### src/hw/rtl/csvft_pkg.sv
// Shared types and constants of the comma-separated-values tokenizer.
`timescale 1ns / 1ps
`default_nettype none

package csvft_pkg;

  localparam int MAX_COLUMNS_DEF = 64;
  localparam int QUEUE_DEPTH_DEF = 4;

  localparam logic [7:0] CH_NL     = 8'd10;
  localparam logic [7:0] CH_COMMA  = 8'd44;
  localparam logic [7:0] CH_SPACE  = 8'd32;
  localparam logic [7:0] CH_DQUOTE = 8'd34;
  localparam logic [7:0] CH_SQUOTE = 8'd39;

  localparam logic [6:0] CFG_COLUMNS_RST = 7'd2;

  typedef enum logic [2:0] {
    CLS_OTHER,
    CLS_NL,
    CLS_COMMA,
    CLS_SPACE,
    CLS_DQUOTE,
    CLS_SQUOTE
  } byte_cls_t;

  typedef enum logic [1:0] {
    K_BYTE  = 2'd0,
    K_FIELD = 2'd1,
    K_ROW   = 2'd2,
    K_ERR   = 2'd3
  } kind_t;

  localparam logic [1:0] ERR_NONE     = 2'd0;
  localparam logic [1:0] ERR_HDR_CNT  = 2'd1;
  localparam logic [1:0] ERR_FEW_COLS = 2'd2;
  localparam logic [1:0] ERR_NO_COMMA = 2'd3;

  typedef struct packed {
    byte_cls_t  cls;
    logic [7:0] data;
  } q_entry_t;

  function automatic byte_cls_t classify(input logic [7:0] b);
    byte_cls_t c;
    c = CLS_OTHER;
    if (b == CH_NL) c = CLS_NL;
    else if (b == CH_COMMA) c = CLS_COMMA;
    else if (b == CH_SPACE) c = CLS_SPACE;
    else if (b == CH_DQUOTE) c = CLS_DQUOTE;
    else if (b == CH_SQUOTE) c = CLS_SQUOTE;
    return c;
  endfunction

endpackage

`default_nettype wire

### src/hw/rtl/csvft_front.sv
// Input stage: accept text bytes, classify them and register the result.
`timescale 1ns / 1ps
`default_nettype none

module csvft_front (
  input  wire                 clk,
  input  wire                 rst_n,
  input  wire                 in_valid,
  output logic                in_ready,
  input  wire  [7:0]          in_byte,
  output logic                push_valid,
  input  wire                 push_ready,
  output csvft_pkg::q_entry_t push_data
);

  logic                v_r;
  csvft_pkg::q_entry_t ent_r;

  assign in_ready   = !v_r || push_ready;
  assign push_valid = v_r;
  assign push_data  = ent_r;

  always_ff @(posedge clk) begin
    if (!rst_n) begin
      v_r <= 1'b0;
    end else if (in_valid && in_ready) begin
      v_r <= 1'b1;
    end else if (push_ready) begin
      v_r <= 1'b0;
    end
  end

  always_ff @(posedge clk) begin
    if (in_valid && in_ready) begin
      ent_r.cls  <= csvft_pkg::classify(in_byte);
      ent_r.data <= in_byte;
    end
  end

endmodule

`default_nettype wire

### src/hw/rtl/csvft_queue.sv
// Short queue of classified bytes between the front and back stages.
`timescale 1ns / 1ps
`default_nettype none

module csvft_queue #(
  parameter int DEPTH = csvft_pkg::QUEUE_DEPTH_DEF
) (
  input  wire                 clk,
  input  wire                 rst_n,
  input  wire                 push_valid,
  output logic                push_ready,
  input  csvft_pkg::q_entry_t push_data,
  output logic                pop_valid,
  input  wire                 pop_ready,
  output csvft_pkg::q_entry_t pop_data
);

  localparam int AW = (DEPTH > 1) ? $clog2(DEPTH) : 1;

  csvft_pkg::q_entry_t mem_r [DEPTH];
  logic [AW:0]         wr_ptr_r;
  logic [AW:0]         rd_ptr_r;
  logic                do_push;
  logic                do_pop;

  // full when both pointers sit on the same slot one lap apart
  assign push_ready = !((wr_ptr_r[AW] != rd_ptr_r[AW]) &&
                        (wr_ptr_r[AW-1:0] == rd_ptr_r[AW-1:0]));
  assign pop_valid  = (wr_ptr_r != rd_ptr_r);
  assign pop_data   = mem_r[rd_ptr_r[AW-1:0]];
  assign do_push    = push_valid && push_ready;
  assign do_pop     = pop_valid && pop_ready;

  always_ff @(posedge clk) begin
    if (!rst_n) begin
      wr_ptr_r <= '0;
      rd_ptr_r <= '0;
    end else begin
      // wrap each pointer at the depth; the extra bit marks the lap
      if (do_push) begin
        wr_ptr_r <= (wr_ptr_r[AW-1:0] == AW'(DEPTH - 1)) ?
                    {~wr_ptr_r[AW], {AW{1'b0}}} : wr_ptr_r + 1'b1;
      end
      if (do_pop) begin
        rd_ptr_r <= (rd_ptr_r[AW-1:0] == AW'(DEPTH - 1)) ?
                    {~rd_ptr_r[AW], {AW{1'b0}}} : rd_ptr_r + 1'b1;
      end
    end
  end

  always_ff @(posedge clk) begin
    if (do_push) begin
      mem_r[wr_ptr_r[AW-1:0]] <= push_data;
    end
  end

endmodule

`default_nettype wire

### src/hw/rtl/csvft_back.sv
// Back stage: field/row state machine and output register.
`timescale 1ns / 1ps
`default_nettype none

module csvft_back #(
  parameter int MAX_COLUMNS = csvft_pkg::MAX_COLUMNS_DEF
) (
  input  wire                 clk,
  input  wire                 rst_n,
  input  wire                 cfg_wr_en,
  input  wire  [6:0]          cfg_wr_data,
  input  wire                 pop_valid,
  output logic                pop_ready,
  input  csvft_pkg::q_entry_t pop_data,
  output logic                res_valid,
  input  wire                 res_ready,
  output csvft_pkg::kind_t    res_kind,
  output logic [7:0]          res_byte,
  output logic [5:0]          res_column,
  output logic                res_is_header,
  output logic [1:0]          res_error
);

  localparam int CW = $clog2(MAX_COLUMNS + 1);

  typedef enum logic [2:0] {
    PH_START,
    PH_LEAD,
    PH_PLAIN,
    PH_QUOTED,
    PH_AFTERQ,
    PH_SKIP
  } phase_t;

  phase_t           ph_r, ph_nxt;
  logic [CW-1:0]    col_r, col_nxt;
  logic             hdr_r, hdr_nxt;
  logic             qk_r, qk_nxt;
  logic             halted_r, halted_nxt;
  logic [6:0]       cfg_cols_r;

  logic             pop;
  logic             emit;
  csvft_pkg::kind_t kind;
  logic [7:0]       obyte;
  logic [1:0]       ecode;
  logic [7:0]       eff;
  logic [7:0]       col_p1;
  logic             last_col;
  logic             close_q;
  csvft_pkg::byte_cls_t cls;

  assign pop       = pop_valid && (!res_valid || res_ready);
  assign pop_ready = !res_valid || res_ready;
  assign cls       = pop_data.cls;

  always_comb begin
    if (cfg_cols_r == 7'd0) eff = 8'd1;
    else if (8'(cfg_cols_r) > 8'(MAX_COLUMNS)) eff = 8'(MAX_COLUMNS);
    else eff = 8'(cfg_cols_r);
  end

  assign col_p1   = 8'(col_r) + 8'd1;
  assign last_col = (col_p1 >= eff);
  assign close_q  = qk_r ? (cls == csvft_pkg::CLS_SQUOTE) : (cls == csvft_pkg::CLS_DQUOTE);

  always_comb begin
    ph_nxt     = ph_r;
    col_nxt    = col_r;
    hdr_nxt    = hdr_r;
    qk_nxt     = qk_r;
    halted_nxt = halted_r;
    emit       = 1'b0;
    kind       = csvft_pkg::K_BYTE;
    obyte      = 8'd0;
    ecode      = csvft_pkg::ERR_NONE;
    if (halted_r) begin
      // drop every beat until reset
    end else if (hdr_r) begin
      emit = 1'b1;
      if (cls == csvft_pkg::CLS_COMMA) begin
        kind = csvft_pkg::K_FIELD;
        if (8'(col_r) < 8'(MAX_COLUMNS)) col_nxt = CW'(col_p1);
      end else if (cls == csvft_pkg::CLS_NL) begin
        if (col_p1 != eff) begin
          kind       = csvft_pkg::K_ERR;
          ecode      = csvft_pkg::ERR_HDR_CNT;
          halted_nxt = 1'b1;
        end else begin
          kind    = csvft_pkg::K_ROW;
          hdr_nxt = 1'b0;
          col_nxt = '0;
          ph_nxt  = PH_START;
          qk_nxt  = 1'b0;
        end
      end else begin
        obyte = pop_data.data;
      end
    end else begin
      // shared endings: unquoted comma ends a field, newline the row
      unique case (ph_r) inside
        PH_START, PH_LEAD: begin
          if (cls == csvft_pkg::CLS_SPACE) begin
            ph_nxt = PH_LEAD;
          end else if (cls == csvft_pkg::CLS_DQUOTE || cls == csvft_pkg::CLS_SQUOTE) begin
            qk_nxt = (cls == csvft_pkg::CLS_SQUOTE);
            ph_nxt = PH_QUOTED;
          end else if (cls != csvft_pkg::CLS_NL && cls != csvft_pkg::CLS_COMMA) begin
            emit   = 1'b1;
            obyte  = pop_data.data;
            ph_nxt = PH_PLAIN;
          end
        end
        PH_PLAIN: begin
          if (cls != csvft_pkg::CLS_NL && cls != csvft_pkg::CLS_COMMA) begin
            emit  = 1'b1;
            obyte = pop_data.data;
          end
        end
        PH_QUOTED: begin
          if (close_q) begin
            ph_nxt = PH_AFTERQ;
          end else if (cls != csvft_pkg::CLS_NL) begin
            emit  = 1'b1;
            obyte = pop_data.data;
          end
        end
        PH_AFTERQ: begin
          if (cls != csvft_pkg::CLS_NL && cls != csvft_pkg::CLS_COMMA) begin
            emit       = 1'b1;
            kind       = csvft_pkg::K_ERR;
            ecode      = csvft_pkg::ERR_NO_COMMA;
            halted_nxt = 1'b1;
          end
        end
        PH_SKIP: begin
          if (cls == csvft_pkg::CLS_NL) begin
            col_nxt = '0;
            ph_nxt  = PH_START;
            qk_nxt  = 1'b0;
          end
        end
        default: begin
          ph_nxt = PH_START;
        end
      endcase

      if (ph_r != PH_SKIP) begin
        if (cls == csvft_pkg::CLS_NL) begin
          emit = 1'b1;
          if (ph_r == PH_START || !last_col) begin
            kind       = csvft_pkg::K_ERR;
            ecode      = csvft_pkg::ERR_FEW_COLS;
            halted_nxt = 1'b1;
          end else begin
            kind    = csvft_pkg::K_ROW;
            col_nxt = '0;
            ph_nxt  = PH_START;
            qk_nxt  = 1'b0;
          end
        end else if (cls == csvft_pkg::CLS_COMMA && ph_r != PH_QUOTED) begin
          emit = 1'b1;
          if (last_col) begin
            kind   = csvft_pkg::K_ROW;
            ph_nxt = PH_SKIP;
          end else begin
            kind    = csvft_pkg::K_FIELD;
            col_nxt = CW'(col_p1);
            ph_nxt  = PH_START;
            qk_nxt  = 1'b0;
          end
        end
      end
    end
  end

  always_ff @(posedge clk) begin
    if (!rst_n) begin
      ph_r       <= PH_START;
      col_r      <= '0;
      hdr_r      <= 1'b1;
      qk_r       <= 1'b0;
      halted_r   <= 1'b0;
      cfg_cols_r <= csvft_pkg::CFG_COLUMNS_RST;
      res_valid  <= 1'b0;
    end else begin
      if (cfg_wr_en) cfg_cols_r <= cfg_wr_data;
      if (pop) begin
        ph_r      <= ph_nxt;
        col_r     <= col_nxt;
        hdr_r     <= hdr_nxt;
        qk_r      <= qk_nxt;
        halted_r  <= halted_nxt;
        res_valid <= emit;
      end else if (res_ready) begin
        res_valid <= 1'b0;
      end
    end
  end

  always_ff @(posedge clk) begin
    if (pop && emit) begin
      res_kind      <= kind;
      res_byte      <= obyte;
      res_column    <= (8'(col_r) > 8'd63) ? 6'd63 : 6'(col_r);
      res_is_header <= hdr_r;
      res_error     <= ecode;
    end
  end

endmodule

`default_nettype wire

### src/hw/rtl/csv_field_tokenizer_unit.sv
// Top level of the streaming comma-separated-values field tokenizer.
// Throughput: one byte per cycle while the output is not stalled; the back state machine decides one beat a cycle.
// Path from input beat to result beat: front register, queue, output register.
// Bytes that cause no result are consumed without an output beat.
// Reset (rst_n low, synchronous) empties the queue, clears the output, restarts at the header
// and sets the column count to two; after an error all input is dropped until reset.
`timescale 1ns / 1ps
`default_nettype none

module csv_field_tokenizer_unit #(
  parameter int MAX_COLUMNS = csvft_pkg::MAX_COLUMNS_DEF,
  parameter int QUEUE_DEPTH = csvft_pkg::QUEUE_DEPTH_DEF
) (
  input  wire         clk,
  input  wire         rst_n,
  input  wire         cfg_wr_en,
  input  wire  [6:0]  cfg_wr_data,
  input  wire         in_tvalid,
  output logic        in_tready,
  input  wire  [7:0]  in_tdata,    // [7:0] data_byte
  output logic        out_tvalid,
  input  wire         out_tready,
  output logic [15:0] out_tdata,   // [7:0] out_byte, [13:8] column, [15:14] error_code
  output logic [2:0]  out_tuser    // [1:0] kind, [2] is_header
);

  logic                push_valid;
  logic                push_ready;
  csvft_pkg::q_entry_t push_data;
  logic                pop_valid;
  logic                pop_ready;
  csvft_pkg::q_entry_t pop_data;
  csvft_pkg::kind_t    res_kind;
  logic [7:0]          res_byte;
  logic [5:0]          res_column;
  logic                res_is_header;
  logic [1:0]          res_error;

  csvft_front u_front (
    .clk        (clk),
    .rst_n      (rst_n),
    .in_valid   (in_tvalid),
    .in_ready   (in_tready),
    .in_byte    (in_tdata),
    .push_valid (push_valid),
    .push_ready (push_ready),
    .push_data  (push_data)
  );

  csvft_queue #(
    .DEPTH (QUEUE_DEPTH)
  ) u_queue (
    .clk        (clk),
    .rst_n      (rst_n),
    .push_valid (push_valid),
    .push_ready (push_ready),
    .push_data  (push_data),
    .pop_valid  (pop_valid),
    .pop_ready  (pop_ready),
    .pop_data   (pop_data)
  );

  csvft_back #(
    .MAX_COLUMNS (MAX_COLUMNS)
  ) u_back (
    .clk           (clk),
    .rst_n         (rst_n),
    .cfg_wr_en     (cfg_wr_en),
    .cfg_wr_data   (cfg_wr_data),
    .pop_valid     (pop_valid),
    .pop_ready     (pop_ready),
    .pop_data      (pop_data),
    .res_valid     (out_tvalid),
    .res_ready     (out_tready),
    .res_kind      (res_kind),
    .res_byte      (res_byte),
    .res_column    (res_column),
    .res_is_header (res_is_header),
    .res_error     (res_error)
  );

  assign out_tdata = {res_error, res_column, res_byte};
  assign out_tuser = {res_is_header, res_kind};

endmodule

`default_nettype wire

### config.mk
export PLATFORM = sky130hd
export DESIGN_NAME = csv_field_tokenizer_unit
export DESIGN_NICKNAME = d
export VERILOG_FILES = /design/src/hw/rtl/csvft_pkg.sv /design/src/hw/rtl/csvft_front.sv /design/src/hw/rtl/csvft_queue.sv /design/src/hw/rtl/csvft_back.sv /design/src/hw/rtl/csv_field_tokenizer_unit.sv
export SDC_FILE = /design/constraint.sdc
export NUM_CORES = 1
export LEC_CHECK = 0
export ABC_AREA = 0
export BUFFER_PORTS_ARGS = -buffer_cell sky130_fd_sc_hd__clkbuf_2
export CORE_MARGIN = 2
export CORE_UTILIZATION = 54
export CTS_CLUSTER_SIZE = 10
export DETAILED_ROUTE_END_ITERATION = 7
export GPL_ROUTABILITY_DRIVEN = 1
export HOLD_SLACK_MARGIN = 0.06
export PLACE_DENSITY = 0.76
export SLEW_MARGIN = 20
export SYNTH_ARGS = -nofsm -noshare
export SYNTH_HDL_FRONTEND = slang
export SYNTH_SLANG_ARGS = --single-unit
### constraint.sdc
create_clock -name clk -period 2.8 [get_ports clk]
set_input_delay 0.28 -clock clk [delete_from_list [all_inputs] [get_ports clk]]
set_output_delay 0.28 -clock clk [all_outputs]
set_load 0.1 [all_outputs]
==> impl_metrics.py <==
metrics = {
    "run_status": {
        "status": "finished clean",
    },
    "final_layout": {
        "n_antenna_cell": 0,
        "mostFrequentLayoutCell": "edfxtp_1",
        "drive_gt1_share_pct": 27.0,
        "mostFrequentLayoutCells": "edfxtp_1 (74), clkbuf_2 (40), nor2_1 (36)",
        "post-route-util_pct": 64.1,
        "area_delta_synth_final_pct": 16.2,
        "fin_cells": 597,
        "fin_nets": 515,
    },
    "routing": {
        "avgViaCountPerCell": 5.98,
        "first_pass_iters": 5,
        "vias": 3568,
        "wl_um": 10500,
        "post_drt_wl_per_cell_um": 17.6,
        "drc": 0,
        "first_iter_violations": 328,
        "antenna_left": 0,
    },
    "worst_setup_path": {
        "crit_path_end_kind": "flop",
        "reg2reg_from": "u_back.col_r[0]$_SDFFE_PN0P_",
        "worstReg2RegEnd": "u_back.col_r[4]$_SDFFE_PN0P_",
        "cp_max_fo": 5,
        "reg2reg_depth": 10,
        "crit_buf_inv": 0,
        "path_cells": "and3_4, xor2_1, ha_1, nand3_1, o211a_1, o211ai_1, a21oi_2, a22o_4, a211oi_2, o22ai_1",
        "critPathLaunchType": "flop",
        "critPathTopFamily": "compound AO/OA/AOI/OAI gates",
        "r2r_slack_ns": 0.03,
        "cp_slowest_stage_delay_ns": 0.46,
        "arrival_ns": 3.04,
        "worst_ep_required_time_ns": 3.06,
        "crit_cells": 10,
        "path_class": "flop to flop",
        "slowest_stage": "o211ai_1",
    },
    "logic_synthesis": {
        "syn-num-nets": 454,
        "yosys-mux-area-fraction_pct": 8.00,
        "avgSynthCellArea_um2": 11.9,
        "ys_ff_latch": 104,
        "synthXorXnorAreaFrac_pct": 2.44,
        "synthArstFlopShare_pct": 0,
        "synthCells": 421,
        "synth.distinct_cells": 63,
        "ys.flop_type": "edfxtp_1",
        "yosysSeqAreaShare_pct": 56.2,
        "netlist_area_um2": 5020,
        "yosys_warnings": 0,
        "synth-compound-area-share_pct": 11.5,
        "synth_adder_area_share_pct": 3.44,
        "synth_edf_count": 74,
        "synth_top_family_by_area": "simple AND/OR/NAND/NOR gates",
        "synth-simple-area-share_pct": 15.8,
    },
    "floorplan": {
        "core_area_um2": 9110,
        "die-area_um2": 10100,
        "num_io_pins": 41,
        "start_util_pct": 55.1,
        "die_h_um": 100,
        "rows": 35,
        "dieWidth_um": 100,
    },
    "timing": {
        "drv_slew": 0,
        "tightest_slew_ns": 0.661,
        "period_needed_ns": 2.77,
        "clock.fmax_ghz": 0.360,
        "holdWs_ns": 0.100,
        "setup_tns_ns": 0,
        "relSlewSlack_pct": 55.9,
        "skew_ns": 0.0102,
        "rsz0062_at_grt": "true",
        "worst_slack_ns": 0.0257,
        "min_period_over_period_pct": 99.1,
        "hold_viol": 0,
        "setup_violations": 0,
    },
    "power": {
        "peakVddDrop_uv": 747,
        "powerDensity_nw_per_um2": 913,
        "p_leak_nw": 2.21,
    },
    "placed_design": {
        "numPortBuffers": 40,
        "gp_congestion": 0.876,
        "dp_slack_ns": -0.146,
        "dpl.cell_count": 577,
        "dp_hpwl_um": 7290,
    },
    "cts": {
        "cts_tree": "done",
        "clock-sinks": 104,
        "cts_buffers": 9,
        "root_buffer": "clkbuf_8",
        "clk_pin_slew_worst_paths_ns": 0.10,
        "holdBufCountCts": 0,
        "h-tree-depth": 3,
        "insertion_delay_ns": 0.37,
        "cts_buffer_depth": 2,
    },
    "worst_hold_path": {
        "min_path_type": "input pin to flop",
        "hold_path_depth": 1,
        "holdPathEnd": "u_front.push_data[4]$_DFFE_PP_",
        "min-delay-start": "in_tdata[4]",
    },
    "run": {
        "drv_cap": 0,
    },
    "global_routing": {
        "track_usage_pct": 21.4,
        "antenna_found_initial": 0,
        "grt_overflow": 0,
        "grt_pass1_wl_um": 16500,
        "grt_pass1_vias": 3383,
        "grt_max_degree": 30,
    },
}
[stage by stage]
step / cell area (µm²) / total power [W]
floorplan: 5020 / 0.00391
global placement: 5470 / 0.00436
detailed placement: 5470 / 0.00440
CTS: 5660 / 0.00527
global route: 5830 / 0.00555
finish: 5830 / 0.00533
[Yosys cell counts, drive strengths merged, types with 3 or more instances]
cell type	instances	area [µm²]
nor2	39	165
and3	5	36.3
xnor2	9	78.8
a21boi	5	37.5
o21a	4	30.0
buf	8	57.6
a21o	3	22.5
a31oi	4	25.0
and2	6	37.5
dfxtp	30	601
inv	9	33.8
mux4	11	270
mux2i	12	120
or2	6	37.5
o211ai	4	30.0
xor2	5	43.8
nand3	10	50.1
nor2b	28	178
ha	13	163
a211oi	4	30.0
clkbuf	11	41.3
a21oi	19	95.1
nand2b	4	25.0
nor3	8	56.3
o21ai	22	110
edfxtp	74	2220
o22ai	5	37.5
nand2	32	120
[state kept, by name, summed over array words and instances (netlist names), 3 cells and up, named ones only]
signal / count
u_back.cfg_cols_r: 7
u_back.col_r: 7
u_back.ph_r: 3
u_back.res_byte: 8
u_back.res_column: 6
u_front.push_data: 11
u_queue.mem_r: 44
u_queue.rd_ptr_r: 3
u_queue.wr_ptr_r: 3
[power by group]
| part | total [W] | switching [W] | internal [W] |
|---|---|---|---|
| combinational | 0.00241 | 0.00177 | 0.000642 |
| clock | 0.000875 | 0.000541 | 0.000334 |
| sequential | 0.00204 | 0.000102 | 0.00193 |
| total | 0.00533 | 0.00242 | 0.00291 |
[logic make-up (layout without fill, tap and decap cells)]
family	Yosys count	in the layout
adders and majority gates	14	14
buffers and inverters	28	93
AOI/OAI and AO/OA	87	87
DFF	104	104
xor gates and xnor gates	14	14
muxes	24	24
and+or+nand+nor	150	150
[layer usage]
layer	up-vias	wire (µm)	global-route usage (%)
met5	-	0	0
met4	0	422	11.6
met3	41	599	3.97
met2	139	4990	34.5
met1	1692	4490	27.6
li1	1696	-	-
[worst max-delay path by stage]
stage                                       startpoint                      endpoint  slack (ns)
after floorplan           u_back.col_r[2]$_SDFFE_PN0P_  u_back.col_r[1]$_SDFFE_PN0P_        0.07
after global placement    u_back.col_r[3]$_SDFFE_PN0P_  u_back.col_r[2]$_SDFFE_PN0P_       -0.04
after detailed placement  u_back.col_r[0]$_SDFFE_PN0P_  u_back.halted_r$_SDFFE_PN0P_       -0.15
after CTS                 u_back.col_r[1]$_SDFFE_PN0P_  u_back.col_r[3]$_SDFFE_PN0P_      -0.003
after global routing      u_back.col_r[0]$_SDFFE_PN0P_  u_back.col_r[4]$_SDFFE_PN0P_       -0.08
final                     u_back.col_r[0]$_SDFFE_PN0P_  u_back.col_r[4]$_SDFFE_PN0P_        0.03
[cell type report]
| class | count | area (µm²) |
|---|---|---|
| flip-flops and latches | 104 | 2840 |
| multi-input cells | 289 | 2200 |
| fillers | 712 | 3270 |
| clock inverters | 6 | 53.8 |
| well taps | 111 | 139 |
| clock buffers | 9 | 124 |
| repair buffers | 69 | 447 |
| inverters | 9 | 33.8 |
[timing repair]
action	CTS	global route
resized for setup	7	30
pin swaps	1	16
setup endpoints to repair	13	18
buffers inserted	0	5
endpoints found under the hold margin	0	0
(Power assumes the default switching activity.)
